--- src/hdl/ritp_pkg.sv ---
package ritp_pkg;

  // width of the consumed-byte counter
  localparam int unsigned CountBits = 16;

  localparam int unsigned ByteW  = 8;
  localparam int unsigned RadixW = 6;
  localparam int unsigned ModeW  = 2;
  localparam int unsigned IdxW   = 3;
  localparam int unsigned ValueW = 64;
  localparam int unsigned OutCntW = 16;

  // character codes
  localparam logic [ByteW-1:0] CharZero  = 8'h30;
  localparam logic [ByteW-1:0] CharNine  = 8'h39;
  localparam logic [ByteW-1:0] CharUpA   = 8'h41;
  localparam logic [ByteW-1:0] CharUpZ   = 8'h5A;
  localparam logic [ByteW-1:0] CharLoA   = 8'h61;
  localparam logic [ByteW-1:0] CharLoZ   = 8'h7A;
  localparam logic [ByteW-1:0] UpperBias = 8'd55;
  localparam logic [ByteW-1:0] LowerBias = 8'd87;
  localparam logic [ByteW-1:0] CharPlus  = 8'h2B;
  localparam logic [ByteW-1:0] CharMinus = 8'h2D;
  localparam logic [ByteW-1:0] CharSpace = 8'h20;

  localparam logic [RadixW-1:0] RadixMin = 6'd2;
  localparam logic [RadixW-1:0] RadixMax = 6'd36;
  localparam logic [RadixW-1:0] RadixDec = 6'd10;

  // register indexes on the configuration port
  typedef enum logic [IdxW-1:0] {
    RegPlus   = 3'd0,
    RegMinus  = 3'd1,
    RegFill   = 3'd2,
    RegRadix  = 3'd3,
    RegFillMd = 3'd4,
    RegCase   = 3'd5
  } cfg_reg_e;

  typedef enum logic [ModeW-1:0] {
    FillLeft     = 2'd0,
    FillRight    = 2'd1,
    FillInternal = 2'd2
  } fill_mode_e;

  typedef enum logic [ModeW-1:0] {
    CaseEither = 2'd0,
    CaseLower  = 2'd1,
    CaseUpper  = 2'd2
  } letter_case_e;

  typedef enum logic [1:0] {
    PhStart  = 2'd0,
    PhDigits = 2'd1,
    PhIfill  = 2'd2
  } phase_e;

  typedef struct packed {
    logic              ok;
    logic [RadixW-1:0] val;
  } digit_t;

  // digit value of a byte in the given radix and letter case mode
  function automatic digit_t digit_of(logic [ByteW-1:0] b, logic [RadixW-1:0] radix,
                                      logic [ModeW-1:0] lcase);
    digit_t          res;
    logic [ByteW-1:0] d;
    logic            hit;
    d   = '0;
    hit = 1'b0;
    if (b >= CharZero && b <= CharNine) begin
      d   = b - CharZero;
      hit = 1'b1;
    end else if (radix > RadixDec && b >= CharUpA && b <= CharUpZ && lcase != CaseLower) begin
      d   = b - UpperBias;
      hit = 1'b1;
    end else if (radix > RadixDec && b >= CharLoA && b <= CharLoZ &&
                 (lcase == CaseEither || lcase == CaseLower)) begin
      d   = b - LowerBias;
      hit = 1'b1;
    end
    res.ok  = hit && (d < ByteW'(radix));
    res.val = d[RadixW-1:0];
    return res;
  endfunction

  // report width of the count, saturated at its all-ones value
  function automatic logic [OutCntW-1:0] sat_count(logic [CountBits-1:0] c);
    logic [31:0] w;
    w = 32'(c);
    return (w > 32'h0000_FFFF) ? '1 : w[OutCntW-1:0];
  endfunction

endpackage

--- src/hdl/radix_integer_text_parser_unit.sv ---
// channel  | direction | handshake                 | payload
// ---------+-----------+---------------------------+------------------------------------------
// text in  | input     | in_valid_i / in_ready_o   | text_byte_i
// result   | output    | out_valid_o / out_ready_i | parsed_value_o, bytes_consumed_o, end_byte_o
// config   | input     | cfg_we_i (no wait)        | cfg_index_i, cfg_data_i
//
// one byte per cycle while no terminator waits on a full output register: a byte
// sits in the input register, where the 64 x 6 multiply-accumulate by the radix
// decides it; a terminator loads the output register on the same edge that takes
// it from the input register.
// non-terminating bytes leave no result and pass even while a result waits.
// a terminator waits in the input register while the output register is full.
// reset clears the configuration to its defaults and the parse to a fresh number.
module radix_integer_text_parser_unit (
  input  logic                                 clk_i,
  input  logic                                 rst_ni,
  input  logic                                 in_valid_i,
  output logic                                 in_ready_o,
  input  logic [ritp_pkg::ByteW-1:0]           text_byte_i,
  output logic                                 out_valid_o,
  input  logic                                 out_ready_i,
  output logic signed [ritp_pkg::ValueW-1:0]   parsed_value_o,
  output logic [ritp_pkg::OutCntW-1:0]         bytes_consumed_o,
  output logic [ritp_pkg::ByteW-1:0]           end_byte_o,
  input  logic                                 cfg_we_i,
  input  logic [ritp_pkg::IdxW-1:0]            cfg_index_i,
  input  logic [ritp_pkg::ByteW-1:0]           cfg_data_i
);

  // configuration registers
  logic [ritp_pkg::ByteW-1:0]  plus_q, minus_q, fill_q;
  logic [ritp_pkg::RadixW-1:0] radix_q;
  logic [ritp_pkg::ModeW-1:0]  fill_mode_q, case_q;

  // input register
  logic                       in_vld_q;
  logic [ritp_pkg::ByteW-1:0] byte_q;

  // parse state
  ritp_pkg::phase_e              phase_q, phase_d;
  logic                          neg_q, neg_d;
  logic [ritp_pkg::ValueW-1:0]   acc_q, acc_d;
  logic [ritp_pkg::CountBits-1:0] cnt_q, cnt_d;

  // output register
  logic                          out_vld_q;
  logic [ritp_pkg::ValueW-1:0]   val_q;
  logic [ritp_pkg::OutCntW-1:0]  ocnt_q;
  logic [ritp_pkg::ByteW-1:0]    oend_q;

  logic                       take, term, advance, out_free;
  logic [ritp_pkg::ByteW-1:0] fill_eff;
  logic                       is_fill, is_minus, is_plus, fm_left, fm_int;
  ritp_pkg::phase_e           after_sign;
  ritp_pkg::digit_t           dig;

  // configuration writes
  always_ff @(posedge clk_i or negedge rst_ni) begin
    if (!rst_ni) begin
      plus_q      <= ritp_pkg::CharPlus;
      minus_q     <= ritp_pkg::CharMinus;
      fill_q      <= ritp_pkg::CharSpace;
      radix_q     <= ritp_pkg::RadixDec;
      fill_mode_q <= ritp_pkg::FillLeft;
      case_q      <= ritp_pkg::CaseEither;
    end else if (cfg_we_i) begin
      unique case (cfg_index_i)
        ritp_pkg::RegPlus:   plus_q  <= cfg_data_i;
        ritp_pkg::RegMinus:  minus_q <= cfg_data_i;
        ritp_pkg::RegFill:   fill_q  <= cfg_data_i;
        ritp_pkg::RegRadix: begin
          if (cfg_data_i[ritp_pkg::RadixW-1:0] >= ritp_pkg::RadixMin &&
              cfg_data_i[ritp_pkg::RadixW-1:0] <= ritp_pkg::RadixMax) begin
            radix_q <= cfg_data_i[ritp_pkg::RadixW-1:0];
          end
        end
        ritp_pkg::RegFillMd: fill_mode_q <= cfg_data_i[ritp_pkg::ModeW-1:0];
        ritp_pkg::RegCase:   case_q      <= cfg_data_i[ritp_pkg::ModeW-1:0];
        default: ;
      endcase
    end
  end

  // byte classification
  assign fill_eff   = (fill_q == '0) ? ritp_pkg::CharZero : fill_q;
  assign is_fill    = (byte_q == fill_eff);
  assign is_minus   = (minus_q != '0) && (byte_q == minus_q);
  assign is_plus    = (plus_q != '0) && (byte_q == plus_q);
  assign fm_left    = (fill_mode_q == ritp_pkg::FillLeft);
  assign fm_int     = (fill_mode_q == ritp_pkg::FillInternal);
  assign after_sign = fm_int ? ritp_pkg::PhIfill : ritp_pkg::PhDigits;
  assign dig        = ritp_pkg::digit_of(byte_q, radix_q, case_q);

  // phase decision and accumulate for the word in the input register
  always_comb begin
    take    = 1'b0;
    term    = 1'b0;
    phase_d = phase_q;
    neg_d   = neg_q;
    acc_d   = acc_q;
    if (phase_q == ritp_pkg::PhStart && fm_left && is_fill) begin
      take = 1'b1;
    end else if (phase_q == ritp_pkg::PhStart && (is_minus || is_plus)) begin
      take    = 1'b1;
      neg_d   = neg_q | is_minus;
      phase_d = after_sign;
    end else if ((phase_q == ritp_pkg::PhIfill || (phase_q == ritp_pkg::PhStart && fm_int))
                 && is_fill) begin
      take    = 1'b1;
      phase_d = ritp_pkg::PhIfill;
    end else if (dig.ok) begin
      take    = 1'b1;
      phase_d = ritp_pkg::PhDigits;
      acc_d   = acc_q * ritp_pkg::ValueW'(radix_q) + ritp_pkg::ValueW'(dig.val);
    end else begin
      term = 1'b1;
    end
  end

  // counter saturates at all ones
  always_comb begin
    cnt_d = cnt_q;
    if (take && cnt_q != '1) begin
      cnt_d = cnt_q + 1'b1;
    end
  end

  // handshake: a terminator needs room in the output register
  assign out_free   = !out_vld_q || out_ready_i;
  assign advance    = in_vld_q && (!term || out_free);
  assign in_ready_o = !in_vld_q || advance;

  // input register
  always_ff @(posedge clk_i or negedge rst_ni) begin
    if (!rst_ni) begin
      in_vld_q <= 1'b0;
    end else if (in_ready_o) begin
      in_vld_q <= in_valid_i;
    end
  end

  always_ff @(posedge clk_i) begin
    if (in_valid_i && in_ready_o) begin
      byte_q <= text_byte_i;
    end
  end

  // parse state
  always_ff @(posedge clk_i or negedge rst_ni) begin
    if (!rst_ni) begin
      phase_q <= ritp_pkg::PhStart;
      neg_q   <= 1'b0;
      acc_q   <= '0;
      cnt_q   <= '0;
    end else if (advance) begin
      if (term) begin
        phase_q <= ritp_pkg::PhStart;
        neg_q   <= 1'b0;
        acc_q   <= '0;
        cnt_q   <= '0;
      end else begin
        phase_q <= phase_d;
        neg_q   <= neg_d;
        acc_q   <= acc_d;
        cnt_q   <= cnt_d;
      end
    end
  end

  // output register valid
  always_ff @(posedge clk_i or negedge rst_ni) begin
    if (!rst_ni) begin
      out_vld_q <= 1'b0;
    end else if (advance && term) begin
      out_vld_q <= 1'b1;
    end else if (out_ready_i) begin
      out_vld_q <= 1'b0;
    end
  end

  // output payload
  always_ff @(posedge clk_i) begin
    if (advance && term) begin
      val_q  <= neg_q ? (ritp_pkg::ValueW'(0) - acc_q) : acc_q;
      ocnt_q <= ritp_pkg::sat_count(cnt_q);
      oend_q <= byte_q;
    end
  end

  assign out_valid_o      = out_vld_q;
  assign parsed_value_o   = val_q;
  assign bytes_consumed_o = ocnt_q;
  assign end_byte_o       = oend_q;

endmodule

--- config.mk ---
export PLATFORM = sky130hd
export DESIGN_NAME = radix_integer_text_parser_unit
export DESIGN_NICKNAME = d
export VERILOG_FILES = /design/src/hdl/ritp_pkg.sv /design/src/hdl/radix_integer_text_parser_unit.sv
export SDC_FILE = /design/constraint.sdc
export NUM_CORES = 1
export LEC_CHECK = 0
export BUFFER_PORTS_ARGS = -buffer_cell sky130_fd_sc_hd__buf_4
export CORE_ASPECT_RATIO = 2
export CORE_MARGIN = 1.5
export CORE_UTILIZATION = 64
export DETAILED_ROUTE_END_ITERATION = 12
export PLACE_DENSITY = 0.83
export SLEW_MARGIN = 25
export SYNTH_ARGS = -nofsm -noshare
export SYNTH_HDL_FRONTEND = slang
export SYNTH_SLANG_ARGS = --single-unit
--- constraint.sdc ---
create_clock -name clk_i -period 7.7 [get_ports clk_i]
set_clock_uncertainty 0.05 [all_clocks]
set_input_delay 0.385 -clock clk_i [delete_from_list [all_inputs] [get_ports clk_i]]
set_output_delay 0.385 -clock clk_i [all_outputs]
set_load 0.01 [all_outputs]
Word-level counts from Yosys, hierarchy flattened
Cells that the tools add are included.
{"block": "totals", "in_bits": 24, "register_bits": 215, "elab_cells": 135}
{"block": "classes", "addsub": 6, "magnitude_cmp": 10, "multipliers": 1, "n_reduce_logical": 51, "n_eq_ne": 16, "muxes": 34, "bitwise": 1}
{"op": "$mux 64", "n": 6}
{"op": "$add 64x6->64", "n": 1}
{"op": "$mul 64x6->64", "n": 1}
{"op": "$sub 1x64->64 const A", "n": 1}
{"op": "$mux 16", "n": 2}
{"op": "$mux 8", "n": 4}
{"op": "$eq 8x8->1", "n": 3}
{"op": "$logic_and 1x1->1", "n": 20}
{"op": "$add 16x1->16 const B", "n": 1}
{"op": "$ge 8x7->1 const B", "n": 2}
{"op": "$le 8x7->1 const B", "n": 2}
{"op": "$mux 1", "n": 16}
{"op": "$ne 16x16->1 const B", "n": 1}
{"op": "$reduce_bool 8->1", "n": 2}
{"op": "$sub 8x6->8 const B", "n": 2}
{"op": "$mux 2", "n": 6}
{"op": "$reduce_and 2->1", "n": 6}
{"op": "$reduce_and 3->1", "n": 3}
{"op": "$ge 8x6->1 const B", "n": 1}
{"op": "$le 8x6->1 const B", "n": 1}
{"op": "$logic_not 8->1", "n": 1}
{"op": "$lt 8x6->1", "n": 1}
{"op": "$reduce_bool 2->1", "n": 4}
{"op": "$sub 8x7->8 const B", "n": 1}
{"op": "other kinds (17)", "n": 31}

Longest topological paths before layout
Gate-level depths: netlist (run 1).
{"block": "logic_depth", "depth_word": 18, "mapped_depth": 22, "mapped_depth_nobuf": 21}

Worst setup path before layout (run 1)
Ideal clock, no wire load.
{"block": "synth_timing", "path_type": "reg2reg", "from": "register byte_q[0] in the netlist's numbering", "to": "register ocnt_q, in the netlist bytes_consumed_o[0], enable pin", "arrival_time_ns": 6.315, "t_required_ns": 7.163, "period_less_slack_ns": 6.852, "n_path_buf": 2, "path_stages_with_launch": 18, "slack_ns": 0.848, "cell_sequence": "edfxtp_1 > clkbuf_1 > inv_1 > ha_1 > or4b_1 > a21o_1 > nand2_1 > o22ai_1 > a41o_1 > a22o_1 > ha_1 > nand4_1 > a311oi_1 > o21ai_1 > a21oi_2 > nand3_1 > inv_1 > clkbuf_1"}
{"block": "synth_between", "elab_chain_len": 17, "word_cells_on_any_way": 41, "classes_between": "add/sub (3); order compare (7); eq/ne (3); mux (10); reduce/logical (18)"}
{"item": "from (decl)", "line": "radix_integer_text_parser_unit.sv:37", "rtl": "logic [ritp_pkg::ByteW-1:0] byte_q;"}
{"item": "from (signal assigned)", "line": "radix_integer_text_parser_unit.sv:144", "rtl": "byte_q <= text_byte_i;"}
{"item": "$ge 8x7->1", "line": "ritp_pkg.sv:77", "rtl": "end else if (radix > RadixDec && b >= CharLoA && b <= CharLoZ &&"}
{"item": "$logic_and 1x1->1 (3 in series)", "line": "ritp_pkg.sv:77"}
{"item": "$mux 8", "line": "ritp_pkg.sv:77"}
{"item": "$mux 8", "line": "ritp_pkg.sv:74", "rtl": "end else if (radix > RadixDec && b >= CharUpA && b <= CharUpZ && lcase != CaseLower) begin"}
{"item": "$mux 8", "line": "ritp_pkg.sv:71", "rtl": "if (b >= CharZero && b <= CharNine) begin"}
{"item": "$lt 8x6->1", "line": "ritp_pkg.sv:82", "rtl": "res.ok = hit && (d < ByteW'(radix));"}
{"item": "$logic_and 1x1->1", "line": "ritp_pkg.sv:82"}
{"item": "$mux 1", "line": "radix_integer_text_parser_unit.sv:111", "rtl": "end else if (dig.ok) begin"}
{"item": "$mux 1", "line": "radix_integer_text_parser_unit.sv:107", "rtl": "end else if ((phase_q == ritp_pkg::PhIfill || (phase_q == ritp_pkg::PhStart && fm_int))"}
{"item": "$mux 1", "line": "radix_integer_text_parser_unit.sv:103", "rtl": "end else if (phase_q == ritp_pkg::PhStart && (is_minus || is_plus)) begin"}
{"item": "$mux 1 (*)", "line": "radix_integer_text_parser_unit.sv:101", "rtl": "if (phase_q == ritp_pkg::PhStart && fm_left && is_fill) begin"}
{"item": "$logic_not 1->1", "line": "radix_integer_text_parser_unit.sv:130", "rtl": "assign advance = in_vld_q && (!term || out_free);"}
{"item": "$logic_or 1x1->1", "line": "radix_integer_text_parser_unit.sv:130"}
{"item": "$logic_and 1x1->1", "line": "radix_integer_text_parser_unit.sv:130"}
{"item": "$logic_and 1x1->1 (*)", "line": "radix_integer_text_parser_unit.sv:183", "rtl": "if (advance && term) begin"}
{"item": "to (signal assigned)", "line": "radix_integer_text_parser_unit.sv:185", "rtl": "ocnt_q <= ritp_pkg::sat_count(cnt_q);"}
{"item": "to (decl)", "line": "radix_integer_text_parser_unit.sv:48", "rtl": "logic [ritp_pkg::OutCntW-1:0] ocnt_q;"}
Every way passes the cells marked *; elsewhere a longest branch is shown, timed or not.
A chain may end at the register's enable or synchronous reset.

Worst setup path in the final report (run 1)
{"block": "layout_timing", "from": "register radix_q[3] in the netlist's numbering", "to": "register acc_q[60] in the netlist's numbering"}
{"block": "layout_between", "elab_chain_len": 17, "word_cells_on_any_way": 34, "classes_between": "add/sub (1); mul (1); order compare (2); eq/ne (3); mux (15); reduce/logical (12)"}
{"item": "from (decl)", "line": "radix_integer_text_parser_unit.sv:32", "rtl": "logic [ritp_pkg::RadixW-1:0] radix_q;"}
{"item": "from (signal assigned)", "line": "radix_integer_text_parser_unit.sv:63", "rtl": "radix_q <= ritp_pkg::RadixDec;"}
{"item": "from (signal assigned)", "line": "radix_integer_text_parser_unit.sv:74", "rtl": "radix_q <= cfg_data_i[ritp_pkg::RadixW-1:0];"}
{"item": "parallel branches: the longest is 17 deep, another holds $mul 64x6->64"}
{"item": "to (signal assigned)", "line": "radix_integer_text_parser_unit.sv:153", "rtl": "acc_q <= '0;"}
{"item": "to (signal assigned)", "line": "radix_integer_text_parser_unit.sv:159", "rtl": "acc_q <= '0;"}
{"item": "to (signal assigned)", "line": "radix_integer_text_parser_unit.sv:164", "rtl": "acc_q <= acc_d;"}
{"item": "to (decl)", "line": "radix_integer_text_parser_unit.sv:42", "rtl": "logic [ritp_pkg::ValueW-1:0] acc_q, acc_d;"}
Several ways; the timed one is not identified. The select of a mux whose other input is x is not followed.

==> results of run 1 <==
==> cells by family (layout without fill, tap and decap cells) <==
family                   Yosys count  after routing  share of synthesized area [%]
AO/OA/AOI/OAI                    408            408                           12.5
XOR/XNOR                         149            149                           5.82
adder cells (fa/ha/maj)          383            383                           29.4
buffers and inverters            478            506                           8.19
flip-flops                       215            215                           26.2
multiplexers                      33             33                           1.65
AND/OR/NAND/NOR                  751            751                           16.2
==> where the power goes <==
group / leakage, nW / internal (mW) / switching (mW) / total, mW
registers: 2.52 / 1.33 / 0.170 / 1.50
logic: 8.97 / 0.273 / 0.527 / 0.799
clock network: 0.329 / 0.555 / 0.511 / 1.07
==> synth_stat cells, types with 64 or more instances <==
cell type | count | area [sq um]
and2_1 | 99 | 619
clkbuf_1 | 130 | 488
ha_1 | 143 | 1790
edfxtp_1 | 96 | 2880
nand2_1 | 382 | 1430
o21ai_0 | 70 | 350
xnor2_1 | 122 | 1070
inv_1 | 322 | 1210
a21oi_1 | 109 | 546
fa_1 | 240 | 4800
dfrtp_1 | 108 | 2700
nor2_1 | 64 | 240
==> state kept, by name, summed over array words and instances (netlist names) <==
signal	cells
acc_q	64
parsed_value_o	64
bytes_consumed_o	16
cnt_q	16
byte_q	8
end_byte_o	8
fill_q	8
minus_q	8
plus_q	8
radix_q	6
case_q	2
fill_mode_q	2
phase_q	2
in_vld_q	1
neg_q	1
out_valid_o	1
==> layout make-up <==
type / count / share of cell area, %
clock inverter: 14 / 0.404
multi-input combinational: 1724 / 60.9
clock buffer: 26 / 2.43
sequential: 215 / 24.4
timing repair buffer: 144 / 4.60
tap: 441 / 2.29
inverter: 322 / 5.02
==> routing by layer <==
| layer | share of wire (%) | up-vias | GRT usage, % |
|---|---|---|---|
| met2 | 55 | 713 | 63.8 |
| met1 | 32 | 8949 | 34.0 |
| met4 | 7.7 | 0 | 23.7 |
| met5 | 0 | - | 0 |
| met3 | 5.0 | 279 | 3.10 |
| li1 | - | 7989 | - |
==> cells in the final DEF, fill, tap and decap left out, types with 10 or more instances in the layout <==
cell and count:
a21oi_1 109, inv_1 321, buf_4 133, ha_1 143, xor2_1 27, dfrtp_1 105, nand2_1 382, nor2_1 64
a21o_1 39, edfxtp_1 96, or3_1 16, nand3_1 28, dlygate4sd3_1 10, o21bai_1 11, mux2_2 31, nor4_1 10
nor2b_1 12, o21ai_0 70, xnor2_1 122, a22o_1 59, nor3_1 26, dfstp_2 10, nand4_1 30, o31ai_1 29
or4_1 16, clkbuf_16 23, and2_1 99, nand2b_1 15, fa_1 240
==> worst max path at each step <==
stage	from	endpoint	cells after the start
after CTS	radix_q[1]	acc_q[58]	17
after floorplan	byte_q[0]	bytes_consumed_o[0]	17
after global routing	radix_q[3]	acc_q[55]	18
final	radix_q[3]	acc_q[60]	17
after global placement	radix_q[1]	acc_q[58]	17
after detailed placement	radix_q[1]	acc_q[58]	17
==> stage by stage <==
step           utilization [%]  hold slack [ns]  worst slack [ns]  total power, mW
2_1_floorplan                -           0.0394             0.848             1.94
6_report                  70.3           0.0608              1.28             3.37
3_5_place_dp              68.0            0.439              1.40             2.29
3_3_place_gp              67.9            0.429              1.41             2.26
5_1_grt                   70.3           0.0535              1.07             3.48
4_1_cts                   70.2           0.0490              1.37             3.35
==> timing repair <==
| action | in CTS | in global routing |
|---|---|---|
| endpoints found under the hold margin | 13 | 0 |
| setup buffers | 0 | 0 |
| hold buffers | 10 | 0 |
==> critical path: stages (launching register included) <==
cell and delay [ns]:
dfstp_2 0.92, buf_4 0.53, and2_1 0.23, fa_1 0.42, inv_1 0.09, fa_1 0.38
inv_1 0.09, fa_1 0.39, ha_1 0.34, ha_1 0.43, a21oi_1 0.17, o21ai_0 0.22
o31a_1 0.39, a32oi_1 0.69, a211oi_1 0.17, o21ai_0 0.34, nand3_1 0.15, a32o_1 0.26
==> summary.md, run 1 <==
| Metric | Value |
|---|---|
| DR WL/cell | `20.4 um` |
| Initial cell density of the core | `65.2%` |
| Count of cell types in the netlist | `88` |
| Synthesis-to-finish area growth | `7.77%` |
| First-pass GRT wire length | `95700 um` |
| Layout Cells excl Fill | `2886` |
| Total GRT Usage | `33.8%` |
| Register area | `5880 sq um` |
| Num rows | `96` |
| Clk_lat worst skew | `0.55 ns` |
| Hold Path Depth | `2` |
| Synth Instances | `2417` |
| Async SR Flop Fraction | `55.3%` |
| Top FF cell, synth | `dfrtp_1` |
| Vias in the first global route | `19400` |
| IO buf count | `113` |
| Startpoint Class | `flop` |
| Number of synthesized flops with an enable pin | `96` |
| CP arrival | `6.80 ns` |
| Die width | `135 um` |
| Synth Warn # | `0` |
| I/O pins | `114` |
| Die span in y | `268 um` |
| Placed instance area | `23300 sq um` |
| Nets | `2836` |
| Placer congestion estimate | `0.953` |
| CTS tree | `done` |
| Setup_tns | `0 ns` |
| Hold Path End | `plus_q[6]` |
| Routed WL | `59000 um` |
| Core area | `34400 sq um` |
| Crit share post-route | `83.4%` |
| Fin area | `24100 sq um` |
| Root buf cell | `clkbuf_16` |
| Multi-input gate area | `14700 sq um` |
| DR vias/cell | `6.21` |
| Die area | `36200 sq um` |
| Crit path kind | `reg2reg` |
| DP Wirelength | `44800 um` |
| Peak supply drop | `0.161 mV` |
| Post-DRT Antenna Nets | `0` |
| Max-slew headroom | `36.5%` |
| Max Clk Rate | `156 MHz` |
| Leak | `11.8 nW` |
| Max clock buf depth | `3` |
| Total grt overflow | `0` |
| Reg-to-reg endpoint | `acc_q[60]` |
| Total CTS buffers | `22` |
| Max-cap viol count | `0` |
| Initial antenna violation count | `0` |
| Area of the mapped netlist | `22400 sq um` |
| Endpoints failing setup | `0` |
| Worst r2r src | `radix_q[3]` |
| # DRC | `0` |
| Hold Startpoint | `cfg_data_i[6]` |
| Worst min path class | `in2reg` |
| Outcome | `finished clean` |
| Diode count | `0` |
| Syn nets | `2824` |
| Clock-pin slew on the worst setup and hold paths | `0.07 ns` |
| Unrepaired setup endpoints after global routing | `no` |
| Synth Area per Inst | `9.27 sq um` |
| #FFs+latches synth | `215` |
| Final Hold Fails | `0` |
| Highest net fanout along the worst path | `31` |
| Vias | `17900` |
| Post-synthesis sequential area ratio | `26.2%` |
| Largest net degree at the start of global routing | `74` |
| CP endpoint kind | `flop` |
| Tmin final | `6.42 ns` |
| Initial detailed-routing violation count | `1018` |
| Layout cells sized above 1 | `10.2%` |
| Post-cts resize count | `0` |
| H-tree levels | `1` |
| First-pass DRT Iterations | `6` |
| Worst-Margin Slew | `0.953 ns` |
| P per Cell Area | `139 nW/um^2` |
| Filler Cell Count | `2645` |
| CTS sink cnt | `215` |
| Reg2reg path depth | `17` |
| R2R Setup Slk | `1.28 ns` |
| CP required | `8.08 ns` |
| Final Slew Violations | `0` |
| Placed cells | `2836` |
Power figures use the tool's default switching activity.
==> run 2: changes to the inputs <==
- CORE_UTILIZATION: 64 -> 58
- PLACE_DENSITY: 0.83 -> 0.79
- clock period: 7.7 -> 5.2 ns (I/O delays scaled with it)
==> summary.md, run 2 (same netlist as run 1, synthesis figures left out) <==
| Metric | Value |
|---|---|
| Tmin final | `5.35 ns (was 6.42 ns)` |
| Layout Cells excl Fill | `3245 (was 2886)` |
| Die span in y | `281 um (was 268 um)` |
| Setup_tns | `-1.98 ns (was 0 ns)` |
| Crit path cell chain | `buf_4 -> buf_16 -> nand2_1 -> fa_1 -> inv_1 -> fa_1 -> fa_2 -> ha_1 -> ha_4 -> a21o_1 -> a21o_1 -> a221oi_2 -> buf_4 -> nand2_1 -> nor3_2 -> buf_4 -> o31ai_4 -> a211oi_2 -> xnor2_1 -> a22o_1 (was buf_4 -> and2_1 -> fa_1 -> inv_1 -> fa_1 -> inv_1 -> fa_1 -> ha_1 -> ha_1 -> a21oi_1 -> o21ai_0 -> o31a_1 -> a32oi_1 -> a211oi_1 -> o21ai_0 -> nand3_1 -> a32o_1)` |
| Synthesis-to-finish area growth | `22.7% (was 7.77%)` |
| Leak | `13.5 nW (was 11.8 nW)` |
| Root buf cell | `clkbuf_16 (unchanged)` |
| Worst-Margin Slew | `0.899 ns (was 0.953 ns)` |
| Die area | `39900 sq um (was 36200 sq um)` |
| First-pass GRT wire length | `110000 um (was 95700 um)` |
| Endpoints failing setup | `26 (was 0)` |
| Final setup margin | `-0.152 ns (was 1.28 ns)` |
| Clock-pin slew on the worst setup and hold paths | `0.07 ns (about the same)` |
| Layout cells sized above 1 | `23.3% (was 10.2%)` |
| Part of the power in registers | `38.0% (was 44.6%)` |
| CTS sink cnt | `215 (unchanged)` |
| Top cell by count, worst path | `buf_4 (was fa_1)` |
| Final Slew Violations | `0 (unchanged)` |
| Routed WL | `69600 um (was 59000 um)` |
| Die width | `142 um (was 135 um)` |
| Crit path kind | `reg2reg (unchanged)` |
| Initial cell density of the core | `58.9% (was 65.2%)` |
| Diode count | `0 (unchanged)` |
| Peak supply drop | `0.230 mV (was 0.161 mV)` |
| CP endpoint kind | `flop (unchanged)` |
| Startpoint Class | `flop (unchanged)` |
| Max-cap viol count | `0 (unchanged)` |
| Highest net fanout along the worst path | `13 (was 31)` |
| Crit share post-route | `103% (was 83.4%)` |
| Most frequent cells in the layout | `385 x buf_4, 377 x nand2_1, 319 x inv_1 (was 382 x nand2_1, 321 x inv_1, 240 x fa_1)` |
| Post-DRT Antenna Nets | `0 (unchanged)` |
| First-pass DRT Iterations | `7 (was 6)` |
| Placed cells | `3165 (was 2836)` |
| DR vias/cell | `5.99 (was 6.21)` |
| Unrepaired setup endpoints after global routing | `yes (was no)` |
| H-tree levels | `1 (unchanged)` |
| Outcome | `complete, but fails checks (was finished clean)` |
| Sw frac | `34.7% (was 35.9%)` |
| Slowest CP cell | `dfstp_2 (unchanged)` |
| Clock Power Share | `30.9% (was 31.7%)` |
| Max-slew headroom | `40.1% (was 36.5%)` |
| Max Clk Rate | `187 MHz (was 156 MHz)` |
| IO buf count | `113 (unchanged)` |
| Initial antenna violation count | `1 (was 0)` |
| Largest net degree at the start of global routing | `59 (was 74)` |
| CTS tree | `done (unchanged)` |
| Max clock buf depth | `3 (unchanged)` |
| Total GRT Usage | `35.7% (was 33.8%)` |
| P per Cell Area | `199 nW/um^2 (was 139 nW/um^2)` |
| Initial detailed-routing violation count | `1301 (was 1018)` |
| Placer congestion estimate | `0.990 (was 0.953)` |
| Combinational share of power | `31.0% (was 23.7%)` |
| Nets | `3121 (was 2836)` |
| Core area | `38000 sq um (was 34400 sq um)` |
| Crit-path max cell delay | `0.59 ns (was 0.92 ns)` |
| DP Wirelength | `52600 um (was 44800 um)` |
| Total grt overflow | `0 (unchanged)` |
| CP arrival | `5.72 ns (was 6.80 ns)` |
| Num rows | `101 (was 96)` |
| Clk_lat worst skew | `0.56 ns (was 0.55 ns)` |
| Worst min path class | `in2reg (unchanged)` |
| Cell Int Power | `3.57 mW (was 2.16 mW)` |
| Commonest non-fill, non-tap cell in the layout | `buf_4 (was nand2_1)` |
| Vias | `19500 (was 17900)` |
| Vias in the first global route | `21500 (was 19400)` |
| Violated checks | `setup timing` |
| CP required | `5.56 ns (was 8.08 ns)` |
| Final Hold Fails | `0 (unchanged)` |
| I/O pins | `114 (unchanged)` |
| # DRC | `0 (unchanged)` |
| Layout Utilization | `72.3% (was 70.3%)` |
| DR WL/cell | `21.4 um (was 20.4 um)` |
| Total CTS buffers | `23 (was 22)` |
| Filler Cell Count | `2725 (was 2645)` |
| P_sw | `1.90 mW (was 1.21 mW)` |
[run 2: changes by cell type in the layout (fill, tap and decap cells not counted), sizes merged]
cell and change:
bufinv +2, buf +276, clkinv +3, dlygate4sd3 +8
clkinvlp -3, inv -1
[run 2: repair_timing]
item                                    in CTS  in global routing
resized for setup                           92                 81
gates cloned                                 2                  0
hold buffers                                18                  0
pin swaps                                   29                 39
endpoints found under the setup margin      33                 42
setup buffers                               13                  7
endpoints found under the hold margin       91                  0
[run 2: cell type report]
cell class                 instances  area (sq um)  share of cell area [%]
clock buffer                      26           587                    2.13
clock inverter                    15           151                   0.551
inverter                         322          1210                    4.41
multi-input combinational       1724         15500                    56.3
sequential                       215          5880                    21.4
tap                              515           644                    2.34
timing repair buffer             428          3530                    12.8
[run 2: layer usage]
metal,up-vias,global-route usage (%),wire (um)
li1,8568,-,-
met1,9673,34.2,22400
met2,831,67.0,37600
met3,378,4.69,3330
met4,2,28.7,6250
met5,-,0,8
[run 2: final timing paths]
path | start | to | slack, ns | depth (start not counted)
worst max-delay path | radix_q[1] | acc_q[55] | -0.15 | 20
worst min-delay path | out_ready_i | out_valid_o | 0.02 | 3
worst max register to register | radix_q[1] | acc_q[55] | -0.15 | 20
worst min register to register | case_q[1] | case_q[1] | 0.46 | 1
max in group asynchronous | rst_ni | radix_q[1] | 3.66 | 3
min in group asynchronous | rst_ni | acc_q[62] | 0.34 | 2
[run 2: worst max-delay path, delay by kind of cell, from the launching register on]
family / cells / cell delay [ns]
XOR/XNOR: 1 / 0.10
buffers and inverters: 5 / 0.78
adder cells (fa/ha/maj): 5 / 2.16
AND/OR/NAND/NOR: 3 / 0.39
flip-flops: 1 / 0.59
AO/OA/AOI/OAI: 6 / 1.16
[run 2: power by group through the flow]
stage / Sequential (mW) / Clock [mW] / Combinational [mW]
finish: 2.08 / 1.69 / 1.70
global route: 2.09 / 1.76 / 1.78
CTS: 2.08 / 1.71 / 1.64
detailed placement: 2.11 / 0 / 1.52
global placement: 2.10 / 0 / 1.49
floorplan: 2.12 / 0 / 0.760
[run 2: stage by stage]
stage / worst slack [ns] / power (mW) / instance area [sq um] / hold WS [ns]
finish: -0.152 / 5.47 / 27500 / 0.0163
global route: -0.261 / 5.64 / 27500 / 0.0377
CTS: -0.105 / 5.43 / 27100 / 0.00473
detailed placement: -0.400 / 3.63 / 25500 / 0.384
global placement: -0.360 / 3.59 / 25500 / 0.381
floorplan: 0.0104 / 2.88 / 22400 / -0.0856
